## src/sv/ppa_pkg.sv

```systemverilog
`timescale 1ns / 1ps
// ppa_pkg: shared types and constants for the pixel point adjust block
// payload structs, operation and register codes, contrast scaling constants
// no dependencies

package ppa_pkg;

    // operation codes; 6 and 7 pass the pixel unchanged
    typedef enum logic [2:0] {
        OP_INVERT     = 3'd0,
        OP_GREY_AVG   = 3'd1,
        OP_GREY_WGT   = 3'd2,
        OP_BRIGHTNESS = 3'd3,
        OP_CONTRAST   = 3'd4,
        OP_SWAP_RB    = 3'd5
    } op_t;

    // register index, byte address is 4 * index
    typedef enum logic [2:0] {
        REG_OPERATION     = 3'd0,
        REG_INVERT_SELECT = 3'd1,
        REG_FOUR_CHANNELS = 3'd2,
        REG_RED_WEIGHT    = 3'd3,
        REG_GREEN_WEIGHT  = 3'd4,
        REG_BLUE_WEIGHT   = 3'd5,
        REG_AMOUNT        = 3'd6
    } reg_idx_t;

    localparam int AddrW = 5;
    localparam int DataW = 32;

    // floor(n / 20000) as (n * ContrastRecip) >> RecipShift, exact for n < 2**24
    localparam int RecipShift = 39;
    localparam int ScaleW     = 41;
    localparam logic [24:0] ContrastRecip = 25'd27487791;
    // 2550000 * ContrastRecip
    localparam logic [46:0] ContrastBias  = 47'd70093867050000;
    localparam logic [15:0] ContrastKReset = 16'd10000;
    localparam logic signed [8:0] ContrastAmtMax = 9'sd100;
    localparam logic signed [8:0] ContrastAmtMin = -9'sd100;

    // floor(x / 3) as (x * 683) >> 11 for x < 1024
    localparam logic [9:0] ThirdRecip = 10'd683;
    localparam int ThirdShift = 11;

    typedef struct packed {
        logic [7:0] red_in;
        logic [7:0] green_in;
        logic [7:0] blue_in;
        logic [7:0] alpha_in;
        logic       last_in;
    } pixel_in_t;

    typedef struct packed {
        logic [7:0] red_out;
        logic [7:0] green_out;
        logic [7:0] blue_out;
        logic [7:0] alpha_out;
        logic       last_out;
    } pixel_out_t;

    typedef struct packed {
        op_t                operation;
        logic [1:0]         invert_select;
        logic               four_channels;
        logic [9:0]         red_weight;
        logic [9:0]         green_weight;
        logic [9:0]         blue_weight;
        logic signed [8:0]  amount;
        logic [ScaleW-1:0]  contrast_scale;
    } ppa_cfg_t;

endpackage

```

## src/sv/ppa_regs.sv

```systemverilog
`timescale 1ns / 1ps
// ppa_regs: APB register file for the pixel point adjust block
// also holds the contrast scale derived from the amount register
// depends on ppa_pkg

module ppa_regs
(
    input  logic                        clk,
    input  logic                        rst_n,
    input  logic                        psel,
    input  logic                        penable,
    input  logic                        pwrite,
    input  logic [ppa_pkg::AddrW-1:0]   paddr,
    input  logic [ppa_pkg::DataW-1:0]   pwdata,
    output logic [ppa_pkg::DataW-1:0]   prdata,
    output logic                        pready,
    output ppa_pkg::ppa_cfg_t           cfg
);

    ppa_pkg::op_t               operation_reg;
    logic [1:0]                 invert_select_reg;
    logic                       four_channels_reg;
    logic [9:0]                 red_weight_reg;
    logic [9:0]                 green_weight_reg;
    logic [9:0]                 blue_weight_reg;
    logic signed [8:0]          amount_reg;
    logic [15:0]                amt_sq_reg;
    logic [ppa_pkg::ScaleW-1:0] contrast_scale_reg;

    ppa_pkg::reg_idx_t          reg_idx;
    logic                       wr_access;
    logic                       wr_setup_amount;
    logic signed [8:0]          amt_wr;
    logic signed [8:0]          amt_clamped;
    logic signed [8:0]          amt_base;
    logic [15:0]                amt_sq_next;
    logic [ppa_pkg::ScaleW-1:0] contrast_scale_next;

    assign reg_idx   = ppa_pkg::reg_idx_t'(paddr[4:2]);
    assign wr_access = psel && penable && pwrite;
    assign pready    = 1'b1;

    // (100 + a)^2 is taken in the setup cycle, the scale multiply in the access cycle
    assign wr_setup_amount = psel && !penable && pwrite && (reg_idx == ppa_pkg::REG_AMOUNT);
    assign amt_wr          = $signed(pwdata[8:0]);

    always_comb
    begin
        priority if (amt_wr > ppa_pkg::ContrastAmtMax)
            amt_clamped = ppa_pkg::ContrastAmtMax;
        else if (amt_wr < ppa_pkg::ContrastAmtMin)
            amt_clamped = ppa_pkg::ContrastAmtMin;
        else
            amt_clamped = amt_wr;
    end

    assign amt_base            = amt_clamped + 9'sd100;
    assign amt_sq_next         = amt_base[7:0] * amt_base[7:0];
    assign contrast_scale_next = amt_sq_reg * ppa_pkg::ContrastRecip;

    always_ff @(posedge clk or negedge rst_n)
    begin
        if (!rst_n)
        begin
            amt_sq_reg <= ppa_pkg::ContrastKReset;
        end
        else if (wr_setup_amount)
        begin
            amt_sq_reg <= amt_sq_next;
        end
    end

    always_ff @(posedge clk or negedge rst_n)
    begin
        if (!rst_n)
        begin
            operation_reg      <= ppa_pkg::OP_INVERT;
            invert_select_reg  <= 2'd1;
            four_channels_reg  <= 1'b1;
            red_weight_reg     <= 10'd77;
            green_weight_reg   <= 10'd150;
            blue_weight_reg    <= 10'd29;
            amount_reg         <= 9'sd0;
            contrast_scale_reg <= ppa_pkg::ScaleW'(ppa_pkg::ContrastKReset)
                                  * ppa_pkg::ContrastRecip;
        end
        else if (wr_access)
        begin
            unique case (reg_idx)
                ppa_pkg::REG_OPERATION:
                    operation_reg <= ppa_pkg::op_t'(pwdata[2:0]);
                ppa_pkg::REG_INVERT_SELECT:
                    invert_select_reg <= pwdata[1:0];
                ppa_pkg::REG_FOUR_CHANNELS:
                    four_channels_reg <= pwdata[0];
                ppa_pkg::REG_RED_WEIGHT:
                    red_weight_reg <= pwdata[9:0];
                ppa_pkg::REG_GREEN_WEIGHT:
                    green_weight_reg <= pwdata[9:0];
                ppa_pkg::REG_BLUE_WEIGHT:
                    blue_weight_reg <= pwdata[9:0];
                ppa_pkg::REG_AMOUNT:
                begin
                    amount_reg         <= $signed(pwdata[8:0]);
                    contrast_scale_reg <= contrast_scale_next;
                end
                default:
                begin
                end
            endcase
        end
    end

    always_comb
    begin
        unique case (reg_idx)
            ppa_pkg::REG_OPERATION:     prdata = {29'd0, operation_reg};
            ppa_pkg::REG_INVERT_SELECT: prdata = {30'd0, invert_select_reg};
            ppa_pkg::REG_FOUR_CHANNELS: prdata = {31'd0, four_channels_reg};
            ppa_pkg::REG_RED_WEIGHT:    prdata = {22'd0, red_weight_reg};
            ppa_pkg::REG_GREEN_WEIGHT:  prdata = {22'd0, green_weight_reg};
            ppa_pkg::REG_BLUE_WEIGHT:   prdata = {22'd0, blue_weight_reg};
            ppa_pkg::REG_AMOUNT:        prdata = {23'd0, amount_reg};
            default:                    prdata = '0;
        endcase
    end

    assign cfg.operation      = operation_reg;
    assign cfg.invert_select  = invert_select_reg;
    assign cfg.four_channels  = four_channels_reg;
    assign cfg.red_weight     = red_weight_reg;
    assign cfg.green_weight   = green_weight_reg;
    assign cfg.blue_weight    = blue_weight_reg;
    assign cfg.amount         = amount_reg;
    assign cfg.contrast_scale = contrast_scale_reg;

endmodule

```

## src/sv/ppa_calc.sv

```systemverilog
`timescale 1ns / 1ps
// ppa_calc: combinational pixel adjustment between the input and result registers
// depends on ppa_pkg

module ppa_calc
(
    input  ppa_pkg::ppa_cfg_t  cfg,
    input  ppa_pkg::pixel_in_t pix,
    output ppa_pkg::pixel_out_t res
);

    function automatic logic [7:0] bright_ch(input logic [7:0] p,
                                             input logic signed [8:0] amt);
        logic signed [9:0] sum;
        begin
            sum = $signed({2'b00, p}) + 10'(amt);
            if (sum[9])
                bright_ch = 8'd0;
            else if (sum[8])
                bright_ch = 8'd255;
            else
                bright_ch = sum[7:0];
        end
    endfunction

    // n = (2p - 255) * k + 2550000, result floor(n / 20000) clamped
    function automatic logic [7:0] contrast_ch(input logic [7:0] p,
                                               input logic [ppa_pkg::ScaleW-1:0] scale);
        logic signed [10:0] dev;
        logic signed [41:0] sc;
        logic signed [52:0] prod;
        logic signed [52:0] acc;
        begin
            dev  = $signed({2'b00, p, 1'b0}) - 11'sd255;
            sc   = $signed({1'b0, scale});
            prod = dev * sc;
            acc  = prod + $signed({6'd0, ppa_pkg::ContrastBias});
            if (acc[52])
                contrast_ch = 8'd0;
            else if (|acc[51:47])
                contrast_ch = 8'd255;
            else
                contrast_ch = acc[46:39];
        end
    endfunction

    logic [9:0]  avg_sum;
    logic [18:0] avg_prod;
    logic [7:0]  avg_grey;
    logic [19:0] wgt_sum;
    logic [7:0]  wgt_grey;
    logic [7:0]  inv_mask;

    assign avg_sum  = 10'(pix.red_in) + 10'(pix.green_in) + 10'(pix.blue_in);
    assign avg_prod = avg_sum * ppa_pkg::ThirdRecip;
    assign avg_grey = avg_prod[ppa_pkg::ThirdShift +: 8];

    assign wgt_sum  = 20'(pix.red_in) * 20'(cfg.red_weight)
                    + 20'(pix.green_in) * 20'(cfg.green_weight)
                    + 20'(pix.blue_in) * 20'(cfg.blue_weight);
    assign wgt_grey = (|wgt_sum[19:16]) ? 8'd255 : wgt_sum[15:8];

    assign inv_mask = {8{cfg.invert_select[0]}};

    always_comb
    begin
        res.red_out   = pix.red_in;
        res.green_out = pix.green_in;
        res.blue_out  = pix.blue_in;
        res.alpha_out = pix.alpha_in;
        res.last_out  = pix.last_in;
        unique case (cfg.operation)
            ppa_pkg::OP_INVERT:
            begin
                res.red_out   = pix.red_in ^ inv_mask;
                res.green_out = pix.green_in ^ inv_mask;
                res.blue_out  = pix.blue_in ^ inv_mask;
                if (cfg.invert_select[1] && cfg.four_channels)
                    res.alpha_out = ~pix.alpha_in;
            end
            ppa_pkg::OP_GREY_AVG:
            begin
                res.red_out   = avg_grey;
                res.green_out = avg_grey;
                res.blue_out  = avg_grey;
            end
            ppa_pkg::OP_GREY_WGT:
            begin
                res.red_out   = wgt_grey;
                res.green_out = wgt_grey;
                res.blue_out  = wgt_grey;
            end
            ppa_pkg::OP_BRIGHTNESS:
            begin
                res.red_out   = bright_ch(pix.red_in, cfg.amount);
                res.green_out = bright_ch(pix.green_in, cfg.amount);
                res.blue_out  = bright_ch(pix.blue_in, cfg.amount);
            end
            ppa_pkg::OP_CONTRAST:
            begin
                res.red_out   = contrast_ch(pix.red_in, cfg.contrast_scale);
                res.green_out = contrast_ch(pix.green_in, cfg.contrast_scale);
                res.blue_out  = contrast_ch(pix.blue_in, cfg.contrast_scale);
            end
            ppa_pkg::OP_SWAP_RB:
            begin
                res.red_out  = pix.blue_in;
                res.blue_out = pix.red_in;
            end
            default:
            begin
            end
        endcase
    end

endmodule

```

## src/sv/pixel_point_adjust_core.sv

```systemverilog
`timescale 1ns / 1ps
// pixel_point_adjust_core: one RGBA pixel in, one adjusted pixel out
// depends on ppa_pkg, ppa_regs, ppa_calc
//
// usage:
//   pixel channel: pixel_valid / pixel_stall / pixel carry one pixel per transfer
//   result channel: result_valid / result_stall / result carry the adjusted pixel
//   the receiver raises result_stall to hold a result; the held result stays put
//   APB port selects the operation and its settings; write it only between images
// path: an accepted pixel is held in the input register; its adjusted value is
//   loaded into the result register when that register is empty or draining
// throughput: one pixel per cycle with result_stall low; the input register
//   refills while the result register drains, so pixel_stall rises only when
//   the result register is full and stalled and the input register is also full
// contrast scale is formed during the amount write (square in the setup
//   cycle, reciprocal multiply in the access cycle)
// reset: both pipeline registers empty, registers at their documented defaults
//   (invert colour channels, weights 77/150/29, amount 0)

module pixel_point_adjust_core
(
    input  logic                        clk,
    input  logic                        rst_n,
    input  logic                        pixel_valid,
    output logic                        pixel_stall,
    input  ppa_pkg::pixel_in_t          pixel,
    output logic                        result_valid,
    input  logic                        result_stall,
    output ppa_pkg::pixel_out_t         result,
    input  logic                        psel,
    input  logic                        penable,
    input  logic                        pwrite,
    input  logic [ppa_pkg::AddrW-1:0]   paddr,
    input  logic [ppa_pkg::DataW-1:0]   pwdata,
    output logic [ppa_pkg::DataW-1:0]   prdata,
    output logic                        pready
);

    ppa_pkg::ppa_cfg_t   cfg;
    ppa_pkg::pixel_in_t  pix_reg;
    ppa_pkg::pixel_out_t res_reg;
    ppa_pkg::pixel_out_t calc_out;
    logic                pix_valid_reg;
    logic                pix_valid_next;
    logic                res_valid_reg;
    logic                res_valid_next;
    logic                pix_load;
    logic                res_load;

    ppa_regs u_regs
    (
        .clk     (clk),
        .rst_n   (rst_n),
        .psel    (psel),
        .penable (penable),
        .pwrite  (pwrite),
        .paddr   (paddr),
        .pwdata  (pwdata),
        .prdata  (prdata),
        .pready  (pready),
        .cfg     (cfg)
    );

    ppa_calc u_calc
    (
        .cfg (cfg),
        .pix (pix_reg),
        .res (calc_out)
    );

    // result register takes a new value when empty or being drained
    assign res_load    = !res_valid_reg || !result_stall;
    assign pixel_stall = pix_valid_reg && !res_load;
    assign pix_load    = pixel_valid && !pixel_stall;

    assign pix_valid_next = pix_load ? 1'b1 : (res_load ? 1'b0 : pix_valid_reg);
    assign res_valid_next = res_load ? pix_valid_reg : res_valid_reg;

    always_ff @(posedge clk or negedge rst_n)
    begin
        if (!rst_n)
        begin
            pix_valid_reg <= 1'b0;
            res_valid_reg <= 1'b0;
        end
        else
        begin
            pix_valid_reg <= pix_valid_next;
            res_valid_reg <= res_valid_next;
        end
    end

    always_ff @(posedge clk)
    begin
        if (pix_load)
            pix_reg <= pixel;
        if (res_load && pix_valid_reg)
            res_reg <= calc_out;
    end

    assign result_valid = res_valid_reg;
    assign result       = res_reg;

endmodule
```

## config.mk

```make
export PLATFORM = sky130hd
export DESIGN_NAME = pixel_point_adjust_core
export DESIGN_NICKNAME = d
export VERILOG_FILES = /design/src/sv/ppa_pkg.sv /design/src/sv/ppa_regs.sv /design/src/sv/ppa_calc.sv /design/src/sv/pixel_point_adjust_core.sv
export SDC_FILE = /design/constraint.sdc
export NUM_CORES = 2
export LEC_CHECK = 0
export ABC_AREA = 1
export ABC_CLOCK_PERIOD_IN_PS = 8600
export BUFFER_PORTS_ARGS = -buffer_cell sky130_fd_sc_hd__buf_2
export CAP_MARGIN = 20
export CORE_ASPECT_RATIO = 0.6
export CORE_MARGIN = 2
export CORE_UTILIZATION = 44
export CTS_CLUSTER_DIAMETER = 40
export DETAILED_ROUTE_END_ITERATION = 7
export PLACE_DENSITY_LB_ADDON = 0.1
export SYNTH_ARGS = -nofsm -noshare
export SYNTH_HDL_FRONTEND = slang
export SYNTH_SLANG_ARGS = --single-unit
```

## constraint.sdc

```tcl
create_clock -name clk -period 8.6 [get_ports clk]
set_clock_uncertainty 0.05 [all_clocks]
set_input_delay 0.86 -clock clk [delete_from_list [all_inputs] [get_ports clk]]
set_output_delay 0.86 -clock clk [all_outputs]
set_load 0.005 [all_outputs]
```

==> impl_results.md <==
- Via density: 5.13
- Final setup vio count: 24
- Worst-path clk slew: 0.09 ns
- Row cnt: 115
- Layout cells sized above 1: 6.85%
- Yosys Warn Count: 0
- Pre-CTS WS: -0.618 ns
- Initial DRC count: 6505
- Cell taking the most area after synthesis: fa_1
- Global Route Usage Sum: 32.2%
- I/O Pins: 145
- First-pass GRT wire length: 407 mm
- Setup crit end kind: flip-flop
- Height of the die: 320 um
- Final period util: 106%
- Unrepaired setup endpoints after global routing: true
- Worst slew margin relative to its limit: 24.6%
- Max Clk Rate: 0.110 GHz
- Most frequent cell after synthesis: inv_1
- Max-slew violation count: 0
- Post-Syn Instances: 10100
- CTS Sinks: 168
- H-tree levels: 4
- Worst Path Max Fanout: 4
- Final setup margin: -0.504 ns
- Largest net degree at the start of global routing: 82
- Critical path class: reg2reg
- Hold endpoint: result[0]
- CP Data Required Time: 8.82 ns
- Fin crit period: 9.10 ns
- Data arrival, critical path: 9.33 ns
- Antenna-violating nets left: 0
- CTS Buffer Depth: 2
- Hold Crit Class: reg2reg
- Worst Setup SP: u_regs.red_weight_reg[3]
- Core Box Area: 165000 um^2
- Vias: 63809
- Root buffer cell: clkbuf_16
- CP max stage delay: 0.62 ns
- FF-to-FF Start: u_regs.red_weight_reg[3]
- Commonest cells post-synth: inv_1 (2739), nand2_1 (2704), fa_1 (1315), ha_1 (767), nor2_1 (671)
- Clock Latency Late Sink: 0.56 ns
- Number of library cell types mapped by synthesis: 65
- RR Endpoint: result[14]
- DR DRC count: 9
- Total global routing overflow: 0
- Reg2Reg Setup Slack: -0.50 ns
- Worst reg2reg path depth: 38
- Syn avg cell area: 7.26 um^2
- Cell area after synthesis: 73300 um^2
- Post-synth ARST share: 60.7%
- Area grow syn2layout: 7.90%
- Status: finished, violations left
- Routability Congestion: 0.985
- # hold bufs at CTS: 0
- Synth area leaders: fa_1 (36%), inv_1 (14%), nand2_1 (14%)
- DR WL/cell: 21.5 um
- Fillers: 16835
- Failing checks: design-rule violations, negative setup slack
- Post-DP HPWL: 226 mm
- Initial antenna violation count: 15
- Largest register FFs: 40
- Die ar.: 170000 um^2
- CP Launch Type: flip-flop
- Hold Crit Depth: 0
- CTS tree: done
- Top FF cell, synth: dfrtp_1
- Post-synthesis sequential area ratio: 6.23%
- Vias in the first global route: 63720
- Final Hold Viols: 0
- Post-synthesis register bit count: 168
- Yosys top cell area share: 35.9%
- WL final: 268 mm
- Final instance area: 79100 um^2
- TritonCTS Buffers: 17
- Worst Tran Pin Value: 1.13 ns
- Most frequent CP cell: fa_1
- DP Area: 77900 um^2
- Nets: 12359
- Starting Density: 44.5%
- Max Cap Viol: 0
- Hold path start: pix_reg[0]
- Setup_tns: -10.19 ns
- Critical-path top delay cell: dfstp_2
- 1st-pass router iterations: 8
- Die Wd: 531 um
- EDFF count, synth: 66
- Buffers on Ports: 97
==> worst max-delay path by stage <==
stage	cells past startpoint	slack [ns]	endpoint
2_1_floorplan	40	0.003	result[13]
3_3_place_gp	39	-0.58	result[11]
3_5_place_dp	31	-0.62	result[9]
4_1_cts	38	-0.42	result[14]
5_1_grt	34	-0.83	result[13]
6_report	38	-0.50	result[14]
==> through the flow <==
step	hold WS [ns]	util [%]	std cells
after global placement	0.355	47.3	12377
after global routing	0.392	48.1	12436
after detailed placement	0.366	47.3	12379
after CTS	0.387	47.8	12421
after floorplan	0.350	-	10130
final	0.386	48.1	12440
==> layout by cell type (no fill, tap or decap), types with 46 or more instances in the layout <==
cell type	count
fa_1	1312
inv_1	2734
ha_1	752
nor3_1	46
nand2_2	50
dfrtp_1	72
buf_2	96
o21ai_0	178
edfxtp_1	66
xor2_1	98
xnor2_1	55
nor2_1	666
buf_4	275
a21oi_1	270
nand2_1	2689
nand3_1	274
nand4_1	60
==> logic make-up after synthesis <==
kind of cell,count (synthesis),synth area share [%]
and+or+nand+nor,3937,21.8
buffers and inverters,3107,16.1
adders and majority gates,2082,49.0
AOI/OAI and AO/OA,641,4.94
DFF,168,6.23
xor gates and xnor gates,162,1.96
other,2,0.0102
muxes,1,0.0154
==> what timing repair did <==
action                                  CTS  global route
setup buffers                            10            14
pin swaps                                36            53
endpoints found under the setup margin   24            24
resized for setup                        45            45
hold endpoints to repair                  0             0
==> critical path: cells and delay by family (launching register included) <==
family / cells / cell delay (ns)
and+or+nand+nor: 13 / 1.10
buffers and inverters: 6 / 0.47
DFF: 1 / 0.62
AOI/OAI and AO/OA: 6 / 0.86
adders and majority gates: 12 / 5.55
xor gates and xnor gates: 1 / 0.16
==> routing by layer <==
metal	vias to the layer above	GRT usage [%]	routed length (um)
met2	2619	41.4	97200
met5	-	0.369	136
met1	31427	53.0	136000
met4	10	3.37	2520
met3	137	9.40	31800
li1	29616	-	-
==> final cells by class <==
cell class / instances / area [um^2] / area share [%]
Sequential cell: 168 / 4570 / 5.78
Multi-Input combinational cell: 6855 / 57600 / 72.9
Clock buffer: 19 / 454 / 0.574
Timing Repair Buffer: 408 / 3180 / 4.02
Clock inverter: 13 / 143 / 0.180
Inverter: 2750 / 10300 / 13.0
Antenna cell: 4 / 10.0 / 0.0127
Tap cell: 2223 / 2780 / 3.52
Power is not shown: default switching activity piles up to over one toggle a cycle in this logic, so the estimate is an artifact.
